File: config.mk
export PLATFORM = sky130hd
export DESIGN_NAME = chcp_merge
export DESIGN_NICKNAME = d
export VERILOG_FILES = /design/src/hdl/chcp_pkg.sv /design/src/hdl/chcp_merge.sv
export SDC_FILE = /design/constraint.sdc
export NUM_CORES = 1
export LEC_CHECK = 0
export BUFFER_PORTS_ARGS = -buffer_cell sky130_fd_sc_hd__buf_4
export CAP_MARGIN = 20
export CORE_MARGIN = 5
export CORE_UTILIZATION = 41
export CTS_BUF_LIST = sky130_fd_sc_hd__clkbuf_8
export CTS_CLUSTER_SIZE = 20
export DETAILED_ROUTE_END_ITERATION = 8
export PLACE_DENSITY = 0.89
export SLEW_MARGIN = 0
export SYNTH_ARGS = -nofsm -noshare
export SYNTH_HDL_FRONTEND = slang
export SYNTH_SLANG_ARGS = --single-unit
File: constraint.sdc
create_clock -name clk -period 0.8 [get_ports clk]
set_input_delay 0.12 -clock clk [delete_from_list [all_inputs] [get_ports clk]]
set_output_delay 0.12 -clock clk [all_outputs]
set_load 0.05 [all_outputs]
File: src/hdl/chcp_pkg.sv
// ----------------------------------------------------------------------------
// chcp_pkg: shared constants for the cubic curve point sampler
// Default field widths and the stage counts of the axis lanes and the
// whole pipeline.
// ----------------------------------------------------------------------------
`default_nettype none

package chcp_pkg;

  localparam int T_FRAC_BITS_DEF = 16;
  localparam int COORD_BITS_DEF  = 16;

  // Register stages inside one axis lane.
  localparam int LANE_STAGES = 8;
  // Lane stages plus the merging output stage.
  localparam int PIPE_STAGES = LANE_STAGES + 1;

  localparam logic KIND_HERMITE = 1'b0;
  localparam logic KIND_BEZIER  = 1'b1;

endpackage

`default_nettype wire

File: src/hdl/chcp_merge.sv
// ----------------------------------------------------------------------------
// chcp_merge: output stage of the cubic curve point sampler
// Joins the x and y lanes, combines their saturation flags and packs the
// result item into the output register.
// ----------------------------------------------------------------------------
`default_nettype none

module chcp_merge #(
  parameter int COORD_BITS = chcp_pkg::COORD_BITS_DEF,
  parameter int OUT_W      = 32
) (
  input  wire logic                         clk,
  input  wire logic                         en,
  input  wire logic signed [COORD_BITS-1:0] point_x,
  input  wire logic signed [COORD_BITS-1:0] point_y,
  input  wire logic                         clip_x,
  input  wire logic                         clip_y,
  input  wire logic                         starts_path,
  output logic [OUT_W-1:0]                  tdata,
  output logic [1:0]                        tuser
);

  always_ff @(posedge clk) begin
    if (en) begin
      tdata <= OUT_W'({point_y, point_x});
      tuser <= {clip_x | clip_y, starts_path};
    end
  end

endmodule

`default_nettype wire

==> results of run 1 <==
-- through the flow --
step                setup slack, ns  TNS, ns
CTS                          -0.176    -5.18
global placement              0.111        0
floorplan                    0.0794        0
global route                 -0.235    -5.99
finish                       -0.214    -4.94
detailed placement           0.0867        0
-- power by group through the flow --
stage                     Combinational [mW]  Clock [mW]  Sequential (mW)
final                                  0.980        1.11             2.19
after global routing                    1.01        1.24             2.20
after CTS                              0.985        1.14             2.19
after detailed placement               0.903           0             2.20
after global placement                 0.886           0             2.19
after floorplan                      0.00156           0             2.69
-- cell families after synthesis --
group | after synthesis | synth area share, %
simple gates | 1 | 0.609
flops | 34 | 99.4
-- state kept, by name, summed over array words and instances (netlist names) --
name	count
tuser	2
tdata	32
-- timing repair --
| action | 4_1_cts | 5_1_grt |
|---|---|---|
| buffers inserted | 0 | 0 |
| resized for setup | 34 | 0 |
| endpoints found under the setup margin | 34 | 34 |
| cloned | 0 | 0 |
-- per-layer routing --
layer  global-route usage, %  part of all wire [%]  wire (um)  up-vias
met2                    25.9                    51       1340       51
met1                    15.5                    32        863      306
met3                    7.78                    14        381        6
met4                    8.54                   2.6         70        0
met5                       0                     0          0        -
li1                        -                     -          -      299
-- path summary, 6_finish.rpt --
check | startpoint | to | slack (ns) | depth (start not counted)
max | tdata[10]$_DFFE_PP_ | tdata[10] | -0.21 | 1
min | point_x[6] | tdata[6]$_DFFE_PP_ | 0.02 | 1
-- final cells by class --
cell class	count	area share [%]
tap	30	2.04
sequential	34	55.5
timing repair buffer	72	37.7
clock buffer	5	3.74
clock inverter	3	0.613
multi-input combinational	1	0.340
-- layout by cell type, fill, tap and decap left out --
master / instances
sky130_fd_sc_hd__buf_4: 36
sky130_fd_sc_hd__edfxtp_1: 34
sky130_fd_sc_hd__clkinv_1: 3
sky130_fd_sc_hd__clkbuf_8: 5
sky130_fd_sc_hd__buf_12: 2
sky130_fd_sc_hd__buf_6: 34
sky130_fd_sc_hd__or2_1: 1
==> flow_results.xml, run 1 <==
<?xml version="1.0" encoding="UTF-8"?>
<metrics>
  <group name="status">
    <metric name="status" unit="">finished with violations</metric>
    <metric name="violations" unit="">negative setup slack</metric>
  </group>
  <group name="logic_synthesis">
    <metric name="synth_top_cell_area_share" unit="%">99.4</metric>
    <metric name="postSynthNetCount" unit="">72</metric>
    <metric name="ys_async_sr_fraction" unit="%">0</metric>
    <metric name="post_synth_instance_area" unit="sq um">1030</metric>
    <metric name="ys_top_cells_by_area" unit="">sky130_fd_sc_hd__edfxtp_1, sky130_fd_sc_hd__or2_1</metric>
    <metric name="synth_sequential_area_ratio" unit="%">99.4</metric>
    <metric name="synth.top_cells.by_count" unit="">sky130_fd_sc_hd__edfxtp_1, sky130_fd_sc_hd__or2_1</metric>
    <metric name="most_area_hungry_cell_type_in_the_yosys_netlist" unit="">sky130_fd_sc_hd__edfxtp_1</metric>
    <metric name="syn-instance-count" unit="">35</metric>
    <metric name="ys.warnings.count" unit="">0</metric>
    <metric name="ys_types" unit="">2</metric>
    <metric name="postSynthRegisterBits" unit="">34</metric>
    <metric name="synthesis.area_per_instance" unit="sq um">29.3</metric>
    <metric name="most_numerous_cell_in_the_yosys_netlist" unit="">sky130_fd_sc_hd__edfxtp_1</metric>
    <metric name="synth_ff_type" unit="">sky130_fd_sc_hd__edfxtp_1</metric>
    <metric name="number_of_enable_type_register_cells_in_the_synthesized_netlist" unit="">34</metric>
  </group>
  <group name="place">
    <metric name="detailed_place.area" unit="sq um">1630</metric>
    <metric name="globalplace.congestion" unit="">0.647</metric>
    <metric name="port_buffers" unit="">70</metric>
    <metric name="dp_cells" unit="">137</metric>
  </group>
  <group name="finish">
    <metric name="finalNonFillerCells" unit="">145</metric>
    <metric name="post-route-cell-area" unit="sq um">1840</metric>
    <metric name="antenna-diode-count" unit="">0</metric>
    <metric name="finalCoreUtilization" unit="%">75.6</metric>
    <metric name="area_growth" unit="%">78.9</metric>
    <metric name="finalNetCount" unit="">151</metric>
    <metric name="num-fill-cells" unit="">129</metric>
    <metric name="final_layout_size_suffix_gt1_share" unit="%">67.0</metric>
    <metric name="multiInputGateArea" unit="sq um">6.26</metric>
    <metric name="area.sequential" unit="sq um">1020</metric>
  </group>
  <group name="clocking">
    <metric name="htree_num_levels" unit="">2</metric>
    <metric name="numCtsBuffers" unit="">5</metric>
    <metric name="cts_hold_repair.buffers" unit="">0</metric>
    <metric name="clock-root-buffer" unit="">sky130_fd_sc_hd__clkbuf_8</metric>
    <metric name="clk_transition_reported_paths" unit="ns">0.07</metric>
    <metric name="clock_tree.buffer_depth" unit="">2</metric>
    <metric name="cts.sinks" unit="">34</metric>
    <metric name="tritoncts_clock_tree" unit="">yes</metric>
  </group>
  <group name="power">
    <metric name="power.total" unit="mW">4.29</metric>
    <metric name="static-leakage-power" unit="nW">0.773</metric>
    <metric name="power.share.switching" unit="%">28.1</metric>
    <metric name="cellInternalPower" unit="mW">3.08</metric>
    <metric name="power.net_switching" unit="mW">1.20</metric>
    <metric name="p_comb_share" unit="%">22.9</metric>
    <metric name="power_density" unit="nW/um^2">2330</metric>
    <metric name="seq_power_share" unit="%">51.2</metric>
    <metric name="peakVddDrop" unit="mV">1.91</metric>
    <metric name="power.clock.fraction" unit="%">25.9</metric>
  </group>
  <group name="sta">
    <metric name="tightest_slew" unit="ns">0.141</metric>
    <metric name="max_freq" unit="GHz">0.986</metric>
    <metric name="final_hold_viol_count" unit="">0</metric>
    <metric name="final-max-slew-violation-count" unit="">0</metric>
    <metric name="timing.hold.ws" unit="ns">0.0197</metric>
    <metric name="timing.slew.headroom" unit="%">90.6</metric>
    <metric name="post-route-min-period" unit="ns">1.01</metric>
    <metric name="setup_violations" unit="">34</metric>
    <metric name="post-route-worst-setup-slack" unit="ns">-0.214</metric>
    <metric name="finalCritPeriodShare" unit="%">127</metric>
    <metric name="grt_setup_unrepaired" unit="">yes</metric>
  </group>
  <group name="min_path">
    <metric name="hp-class" unit="">in2reg</metric>
  </group>
  <group name="detailed_routing">
    <metric name="drt_wl_total" unit="um">2660</metric>
    <metric name="first_iter_violations" unit="">15</metric>
    <metric name="drt_pre_antenna_iters" unit="">4</metric>
    <metric name="wire_per_inst" unit="um">18.3</metric>
    <metric name="detail-route-antenna-nets" unit="">0</metric>
    <metric name="via_count" unit="">662</metric>
    <metric name="via_per_inst" unit="">4.57</metric>
    <metric name="drt_drc_violations_left" unit="">0</metric>
  </group>
  <group name="floorplan">
    <metric name="floorplan.core_area" unit="sq um">2430</metric>
    <metric name="chipHeight" unit="um">60.1</metric>
    <metric name="floorplan.initialDensity" unit="%">42.2</metric>
    <metric name="die_width" unit="um">60.1</metric>
    <metric name="floorplan.die_area" unit="sq um">3610</metric>
    <metric name="placement_rows" unit="">18</metric>
    <metric name="ioPinCount" unit="">71</metric>
  </group>
  <group name="setup_path">
    <metric name="critPathCaptureType" unit="">output port</metric>
    <metric name="worst_path_max_delay_cell" unit="">sky130_fd_sc_hd__edfxtp_1</metric>
    <metric name="worst-endpoint-required" unit="ns">0.68</metric>
    <metric name="timing.setup.critical_path_class" unit="">reg2out</metric>
    <metric name="critPathMaxStageDelay" unit="ns">0.44</metric>
    <metric name="path_delay_family" unit="">flip-flops</metric>
    <metric name="worstPathBufferInverterCount" unit="">1</metric>
    <metric name="critPathArrivalTime" unit="ns">0.89</metric>
    <metric name="largest_driver_fanout_on_the_critical_path" unit="">1</metric>
    <metric name="critPathLaunchType" unit="">register</metric>
    <metric name="critical_path_cell_by_cell" unit="">buf_6</metric>
  </group>
  <group name="grt">
    <metric name="grt_start_max_net_pins" unit="">18</metric>
    <metric name="global_route_wire_length_before_repair" unit="um">3700</metric>
    <metric name="vias_in_the_first_global_route" unit="">719</metric>
    <metric name="antenna_found_initial" unit="">0</metric>
    <metric name="grt_remaining_overflow" unit="">0</metric>
    <metric name="tot_gr_track_use" unit="%">15.5</metric>
  </group>
  <group name="flow_run">
    <metric name="max-cap-violations" unit="">0</metric>
  </group>
</metrics>
Power figures use the tool's default switching activity.
==> inputs of run 2 (changes only) <==
- ABC_AREA: unset -> 1
- CORE_UTILIZATION: 41 -> 42
- PLACE_DENSITY: 0.89 -> 0.9
==> run 2 against run 1 <==
Against the previous run:
- the run still ends with negative setup slack left
- worst setup slack improved by 0.037 ns
- clock-buffer cell count unchanged
- routed wire length down 4.1%
- synthesized cell count grew 5.7%
- power up 0.14%
- sequential share of layout area about the same
- cell count rose by 0.69%
- critical endpoint is now tuser[1]
- core utilization is 0.76 points higher
- die area decreased by 1.6%
- maximum frequency increased by 3.8%
- global-route usage increased by 1.2 points
- synthesized area up 0.49%
==> flow_results.xml, run 2 <==
<?xml version="1.0" encoding="UTF-8"?>
<metrics>
  <group name="setup_path">
    <metric name="worstPathBufferInverterCount" unit="">1</metric>
    <metric name="worstSetupStartpoint" unit="">tuser[1]$_DFFE_PP_</metric>
    <metric name="critPathArrivalTime" unit="ns">0.86</metric>
    <metric name="timing.setup.critical_path_class" unit="">reg2out</metric>
    <metric name="path_delay_family" unit="">flip-flops</metric>
    <metric name="critical_path_cell_by_cell" unit="">buf_6</metric>
    <metric name="worst-endpoint-required" unit="ns">0.68</metric>
    <metric name="critPathCaptureType" unit="">output port</metric>
    <metric name="critPathLaunchType" unit="">register</metric>
    <metric name="critPathMaxStageDelay" unit="ns">0.40</metric>
    <metric name="critical_path_depth_in_cells" unit="">1</metric>
    <metric name="worst_path_max_delay_cell" unit="">sky130_fd_sc_hd__edfxtp_1</metric>
    <metric name="largest_driver_fanout_on_the_critical_path" unit="">1</metric>
  </group>
  <group name="floorplan">
    <metric name="placement_rows" unit="">18</metric>
    <metric name="floorplan.die_area" unit="sq um">3550</metric>
    <metric name="ioPinCount" unit="">71</metric>
    <metric name="die_width" unit="um">59.6</metric>
    <metric name="floorplan.initialDensity" unit="%">42.8</metric>
    <metric name="chipHeight" unit="um">59.6</metric>
    <metric name="floorplan.core_area" unit="sq um">2410</metric>
  </group>
  <group name="sta">
    <metric name="grt_setup_unrepaired" unit="">yes</metric>
    <metric name="post-route-min-period" unit="ns">0.977</metric>
    <metric name="finalCritPeriodShare" unit="%">122</metric>
    <metric name="setup_violations" unit="">34</metric>
    <metric name="timing.hold.ws" unit="ns">0.0136</metric>
    <metric name="timing.slew.headroom" unit="%">92.5</metric>
    <metric name="final-max-slew-violation-count" unit="">0</metric>
    <metric name="post-route-worst-setup-slack" unit="ns">-0.177</metric>
    <metric name="finalSetupTns" unit="ns">-4.99</metric>
    <metric name="final_hold_viol_count" unit="">0</metric>
    <metric name="tightest_slew" unit="ns">0.113</metric>
    <metric name="max_freq" unit="GHz">1.02</metric>
  </group>
  <group name="detailed_routing">
    <metric name="first_iter_violations" unit="">13</metric>
    <metric name="drt_drc_violations_left" unit="">0</metric>
    <metric name="detail-route-antenna-nets" unit="">0</metric>
    <metric name="via_per_inst" unit="">4.44</metric>
    <metric name="drt_pre_antenna_iters" unit="">4</metric>
    <metric name="wire_per_inst" unit="um">17.5</metric>
    <metric name="via_count" unit="">648</metric>
    <metric name="drt_wl_total" unit="um">2550</metric>
  </group>
  <group name="logic_synthesis">
    <metric name="synth_top_cell_area_share" unit="%">98.9</metric>
    <metric name="post_synth_instance_area" unit="sq um">1030</metric>
    <metric name="most_area_hungry_cell_type_in_the_yosys_netlist" unit="">sky130_fd_sc_hd__edfxtp_1</metric>
    <metric name="ys_top_cells_by_area" unit="">sky130_fd_sc_hd__edfxtp_1, sky130_fd_sc_hd__inv_1, sky130_fd_sc_hd__nand2_1</metric>
    <metric name="postSynthNetCount" unit="">74</metric>
    <metric name="postSynthRegisterBits" unit="">34</metric>
    <metric name="synth_sequential_area_ratio" unit="%">98.9</metric>
    <metric name="number_of_enable_type_register_cells_in_the_synthesized_netlist" unit="">34</metric>
    <metric name="synth.top_cells.by_count" unit="">sky130_fd_sc_hd__edfxtp_1, sky130_fd_sc_hd__inv_1, sky130_fd_sc_hd__nand2_1</metric>
    <metric name="syn-instance-count" unit="">37</metric>
    <metric name="most_numerous_cell_in_the_yosys_netlist" unit="">sky130_fd_sc_hd__edfxtp_1</metric>
    <metric name="ys_types" unit="">3</metric>
    <metric name="synth_ff_type" unit="">sky130_fd_sc_hd__edfxtp_1</metric>
    <metric name="ys.warnings.count" unit="">0</metric>
    <metric name="ys_async_sr_fraction" unit="%">0</metric>
    <metric name="synthesis.area_per_instance" unit="sq um">27.9</metric>
  </group>
  <group name="clocking">
    <metric name="clk_transition_reported_paths" unit="ns">0.07</metric>
    <metric name="cts.sinks" unit="">34</metric>
    <metric name="clock-root-buffer" unit="">sky130_fd_sc_hd__clkbuf_8</metric>
    <metric name="numCtsBuffers" unit="">5</metric>
    <metric name="tritoncts_clock_tree" unit="">yes</metric>
    <metric name="post-cts-setup-buffer-count" unit="">0</metric>
    <metric name="htree_num_levels" unit="">2</metric>
    <metric name="cts_hold_repair.buffers" unit="">0</metric>
    <metric name="clock_tree.buffer_depth" unit="">2</metric>
  </group>
  <group name="power">
    <metric name="power_density" unit="nW/um^2">2330</metric>
    <metric name="static-leakage-power" unit="nW">0.790</metric>
    <metric name="peakVddDrop" unit="mV">1.90</metric>
    <metric name="power.total" unit="mW">4.29</metric>
  </group>
  <group name="grt">
    <metric name="antenna_found_initial" unit="">0</metric>
    <metric name="tot_gr_track_use" unit="%">16.8</metric>
    <metric name="vias_in_the_first_global_route" unit="">784</metric>
    <metric name="global_route_wire_length_before_repair" unit="um">4000</metric>
    <metric name="grt_start_max_net_pins" unit="">21</metric>
    <metric name="grt_remaining_overflow" unit="">0</metric>
  </group>
  <group name="finish">
    <metric name="finalCoreUtilization" unit="%">76.3</metric>
    <metric name="largestRegisters" unit="">tdata (32), tuser (2)</metric>
    <metric name="num-fill-cells" unit="">129</metric>
    <metric name="regMostFlops" unit="">tdata</metric>
    <metric name="antenna-diode-count" unit="">0</metric>
    <metric name="layout_commonest_cell" unit="">sky130_fd_sc_hd__buf_4</metric>
    <metric name="final_layout_size_suffix_gt1_share" unit="%">66.4</metric>
    <metric name="area_growth" unit="%">78.2</metric>
    <metric name="finalNetCount" unit="">153</metric>
    <metric name="finalNonFillerCells" unit="">146</metric>
    <metric name="layout_common_cells" unit="">sky130_fd_sc_hd__buf_4, sky130_fd_sc_hd__buf_6, sky130_fd_sc_hd__edfxtp_1, sky130_fd_sc_hd__clkbuf_8, sky130_fd_sc_hd__inv_1</metric>
    <metric name="largest_reg_flops" unit="">32</metric>
  </group>
  <group name="status">
    <metric name="status" unit="">finished with violations</metric>
    <metric name="violations" unit="">negative setup slack</metric>
  </group>
  <group name="min_path">
    <metric name="min-delay-start" unit="">point_y[14]</metric>
    <metric name="worst_hold_path.num_cells" unit="">1</metric>
    <metric name="hp-class" unit="">in2reg</metric>
  </group>
  <group name="place">
    <metric name="globalplace.congestion" unit="">0.655</metric>
    <metric name="port_buffers" unit="">70</metric>
    <metric name="hpwl" unit="um">1720</metric>
    <metric name="dp_cells" unit="">139</metric>
  </group>
  <group name="flow_run">
    <metric name="max-cap-violations" unit="">0</metric>
  </group>
</metrics>
[run 2: kinds of logic after synthesis]
group                  Yosys count  synth area share [%]
and+or+nand+nor                  1                 0.363
DFF                             34                  98.9
buffers and inverters            2                 0.728
[run 2: worst paths after layout]
kind | end | slack [ns]
max | tuser[1] | -0.18
min | tdata[30]$_DFFE_PP_ | 0.01
[run 2: layer usage]
layer	wire length, um	global-route usage [%]	vias up
met5	0	0	-
met4	54	9.49	0
met3	488	12.0	5
met2	1280	26.7	50
met1	728	15.6	294
li1	-	-	299
[run 2: layout make-up]
type                       instances  area, sq um  area share, %
tap                               30         37.5           2.04
clock inverter                     2         7.51          0.408
multi-input combinational          1         3.75          0.204
clock buffer                       5         68.8           3.74
inverter                           2         7.51          0.408
timing repair buffer              72          693           37.7
sequential                        34         1020           55.5
[run 2: metrics by stage]
stage | worst slack [ns] | area (sq um)
after CTS | -0.170 | 1840
after floorplan | 0.0794 | 1030
after global routing | -0.204 | 1840
after detailed placement | 0.0976 | 1640
final | -0.177 | 1840
after global placement | 0.111 | 1640
[run 2: where the power goes]
group	leakage [nW]	total [mW]	internal [mW]	switching (mW)
Clock	0.0466	1.12	0.572	0.551
Sequential	0.333	2.19	2.12	0.0642
Combinational	0.410	0.983	0.381	0.602
[run 2: timing repair]
action                                  4_1_cts  5_1_grt
resized for setup                            34        0
hold endpoints to repair                      0        0
gates cloned                                  0        0
endpoints found under the setup margin       34       34
pin swaps                                     0        0
==> inputs of run 3 (changes only) <==
- CORE_UTILIZATION: 42 -> 39
- CTS_BUF_LIST: sky130_fd_sc_hd__clkbuf_8 -> unset
- PLACE_DENSITY: 0.9 -> unset
- PLACE_DENSITY_LB_ADDON: unset -> 0.1
==> run 3 against run 2 <==
Against the previous run:
- the run still ends with negative setup slack left
- first-iteration DRC count grew 54%
- power shrank 2.7%
- final area grew 17%
- critical path type unchanged
- core utilization grew 9.4 points
- non-clock buffer count grew 33
- critical endpoint is now tdata[20]
==> flow_results.xml, run 3 (synthesis gave the netlist of run 2 again) <==
<?xml version="1.0" encoding="UTF-8"?>
<metrics>
  <group name="finish">
    <metric name="layout_commonest_cell" unit="">sky130_fd_sc_hd__buf_4</metric>
    <metric name="layout_common_cells" unit="">sky130_fd_sc_hd__buf_4, sky130_fd_sc_hd__buf_6, sky130_fd_sc_hd__edfxtp_1, sky130_fd_sc_hd__dlygate4sd3_1, sky130_fd_sc_hd__clkbuf_4</metric>
    <metric name="final_layout_size_suffix_gt1_share" unit="%">52.0</metric>
    <metric name="largestRegisters" unit="">tdata (32), tuser (2)</metric>
    <metric name="post-route-cell-area" unit="sq um">2140</metric>
    <metric name="area_growth" unit="%">108</metric>
    <metric name="largest_reg_flops" unit="">32</metric>
    <metric name="regMostFlops" unit="">tdata</metric>
    <metric name="num-fill-cells" unit="">115</metric>
    <metric name="finalNetCount" unit="">186</metric>
    <metric name="antenna-diode-count" unit="">0</metric>
  </group>
  <group name="min_path">
    <metric name="hp-class" unit="">in2reg</metric>
    <metric name="worst_hold_path.num_cells" unit="">3</metric>
    <metric name="min_delay_worst_endpoint" unit="">tuser[1]$_DFFE_PP_</metric>
    <metric name="min-delay-start" unit="">clip_y</metric>
  </group>
  <group name="grt">
    <metric name="grt_remaining_overflow" unit="">0</metric>
    <metric name="vias_in_the_first_global_route" unit="">848</metric>
    <metric name="global_route_wire_length_before_repair" unit="um">4200</metric>
    <metric name="grt_start_max_net_pins" unit="">19</metric>
    <metric name="tot_gr_track_use" unit="%">16.8</metric>
    <metric name="antenna_found_initial" unit="">0</metric>
  </group>
  <group name="place">
    <metric name="detailed_place.area" unit="sq um">1640</metric>
    <metric name="hpwl" unit="um">1760</metric>
    <metric name="port_buffers" unit="">70</metric>
    <metric name="placement.setup.worst_slack" unit="ns">0.0860</metric>
    <metric name="globalplace.congestion" unit="">0.629</metric>
  </group>
  <group name="sta">
    <metric name="max_freq" unit="GHz">0.942</metric>
    <metric name="tightest_slew" unit="ns">0.121</metric>
    <metric name="grt_setup_unrepaired" unit="">yes</metric>
    <metric name="post-route-worst-setup-slack" unit="ns">-0.261</metric>
    <metric name="setup_violations" unit="">34</metric>
    <metric name="final_hold_viol_count" unit="">0</metric>
    <metric name="finalSetupTns" unit="ns">-7.16</metric>
    <metric name="final-max-slew-violation-count" unit="">0</metric>
    <metric name="timing.slew.headroom" unit="%">91.9</metric>
    <metric name="finalCritPeriodShare" unit="%">133</metric>
    <metric name="post-route-min-period" unit="ns">1.06</metric>
  </group>
  <group name="floorplan">
    <metric name="floorplan.die_area" unit="sq um">3780</metric>
    <metric name="die_width" unit="um">61.4</metric>
    <metric name="placement_rows" unit="">18</metric>
    <metric name="floorplan.core_area" unit="sq um">2500</metric>
    <metric name="chipHeight" unit="um">61.4</metric>
    <metric name="floorplan.initialDensity" unit="%">41.3</metric>
    <metric name="ioPinCount" unit="">71</metric>
  </group>
  <group name="setup_path">
    <metric name="path_delay_family" unit="">flip-flops</metric>
    <metric name="critPathLaunchType" unit="">register</metric>
    <metric name="worstPathBufferInverterCount" unit="">1</metric>
    <metric name="worstSetupStartpoint" unit="">tdata[20]$_DFFE_PP_</metric>
    <metric name="critical_path_depth_in_cells" unit="">1</metric>
    <metric name="critPathMaxStageDelay" unit="ns">0.44</metric>
    <metric name="critical_path_cell_by_cell" unit="">buf_6</metric>
    <metric name="largest_driver_fanout_on_the_critical_path" unit="">1</metric>
    <metric name="worst-endpoint-required" unit="ns">0.68</metric>
    <metric name="critPathCaptureType" unit="">output port</metric>
    <metric name="timing.setup.critical_path_class" unit="">reg2out</metric>
    <metric name="worst_path_max_delay_cell" unit="">sky130_fd_sc_hd__edfxtp_1</metric>
    <metric name="critPathArrivalTime" unit="ns">0.94</metric>
  </group>
  <group name="power">
    <metric name="power.total" unit="mW">4.18</metric>
    <metric name="peakVddDrop" unit="mV">1.62</metric>
    <metric name="static-leakage-power" unit="nW">0.911</metric>
    <metric name="power_density" unit="nW/um^2">1950</metric>
  </group>
  <group name="detailed_routing">
    <metric name="first_iter_violations" unit="">20</metric>
    <metric name="via_count" unit="">772</metric>
    <metric name="drt_drc_violations_left" unit="">0</metric>
    <metric name="drt_wl_total" unit="um">2880</metric>
    <metric name="via_per_inst" unit="">4.29</metric>
    <metric name="detail-route-antenna-nets" unit="">0</metric>
    <metric name="drt_pre_antenna_iters" unit="">3</metric>
    <metric name="wire_per_inst" unit="um">16.0</metric>
  </group>
  <group name="clocking">
    <metric name="numCtsBuffers" unit="">5</metric>
    <metric name="clock_tree.buffer_depth" unit="">2</metric>
    <metric name="post-cts-setup-buffer-count" unit="">0</metric>
    <metric name="tritoncts_clock_tree" unit="">yes</metric>
    <metric name="htree_num_levels" unit="">2</metric>
    <metric name="cts.sinks" unit="">34</metric>
    <metric name="clock-root-buffer" unit="">sky130_fd_sc_hd__clkbuf_4</metric>
    <metric name="clk_transition_reported_paths" unit="ns">0.10</metric>
  </group>
  <group name="status">
    <metric name="status" unit="">finished with violations</metric>
    <metric name="violations" unit="">negative setup slack</metric>
  </group>
  <group name="flow_run">
    <metric name="max-cap-violations" unit="">0</metric>
  </group>
</metrics>
-- run 3: cell types whose count changed in the layout (fill, tap and decap cells not counted), sizes merged --
cell	before	now
dlygate4sd3	0	33
clkinv	0	2
inv	4	2
clkbuf	5	6
-- run 3: routing by layer --
metal  part of all wire, %  vias up  global-route usage, %
met1                    33      360                   15.7
met2                    57       41                   32.6
met4                   1.3        0                   7.27
met3                   8.4        3                   5.45
met5                     0        -                      0
li1                      -      368                      -
-- run 3: timing repair --
item	CTS	global route
endpoints found under the setup margin	34	34
hold buffers	33	0
resized for setup	34	0
endpoints found under the hold margin	33	0
-- run 3: cell type report --
cell class | count | area (sq um) | area share [%]
clock buffer | 6 | 41.3 | 1.93
tap | 30 | 37.5 | 1.75
inverter | 2 | 7.51 | 0.350
timing repair buffer | 105 | 1020 | 47.8
sequential | 34 | 1020 | 47.6
multi-input combinational | 1 | 3.75 | 0.175
clock inverter | 2 | 8.76 | 0.409
-- run 3: tightest hold or removal path, delay by kind of cell --
family                 cells  cell delay, ns
buffers and inverters      2            0.10
AND/OR/NAND/NOR            1            0.04
-- run 3: worst max-delay path by stage --
stage / endpoint / slack (ns)
6_report: tdata[20] / -0.26
3_5_place_dp: tdata[0] / 0.09
3_3_place_gp: tdata[25]$_DFFE_PP_ / 0.11
4_1_cts: tdata[0] / -0.26
5_1_grt: tdata[20] / -0.30
2_1_floorplan: tdata[0] / 0.08
-- run 3: per-stage QoR --
| stage | hold WS [ns] | utilization [%] | std cells |
|---|---|---|---|
| 3_5_place_dp | 0.299 | 65.4 | 139 |
| 5_1_grt | 0.0221 | 85.7 | 180 |
| 3_3_place_gp | 0.298 | 65.4 | 139 |
| 4_1_cts | 0.0275 | 85.7 | 180 |
| 6_report | 0.0388 | 85.7 | 180 |
| 2_1_floorplan | 0.219 | - | 37 |
-- run 3: power by group --
group	switching [mW]	leakage (nW)	internal, mW	total (mW)
clock network	0.545	0.0297	0.330	0.875
logic	0.628	0.548	0.485	1.11
registers	0.0698	0.333	2.12	2.19
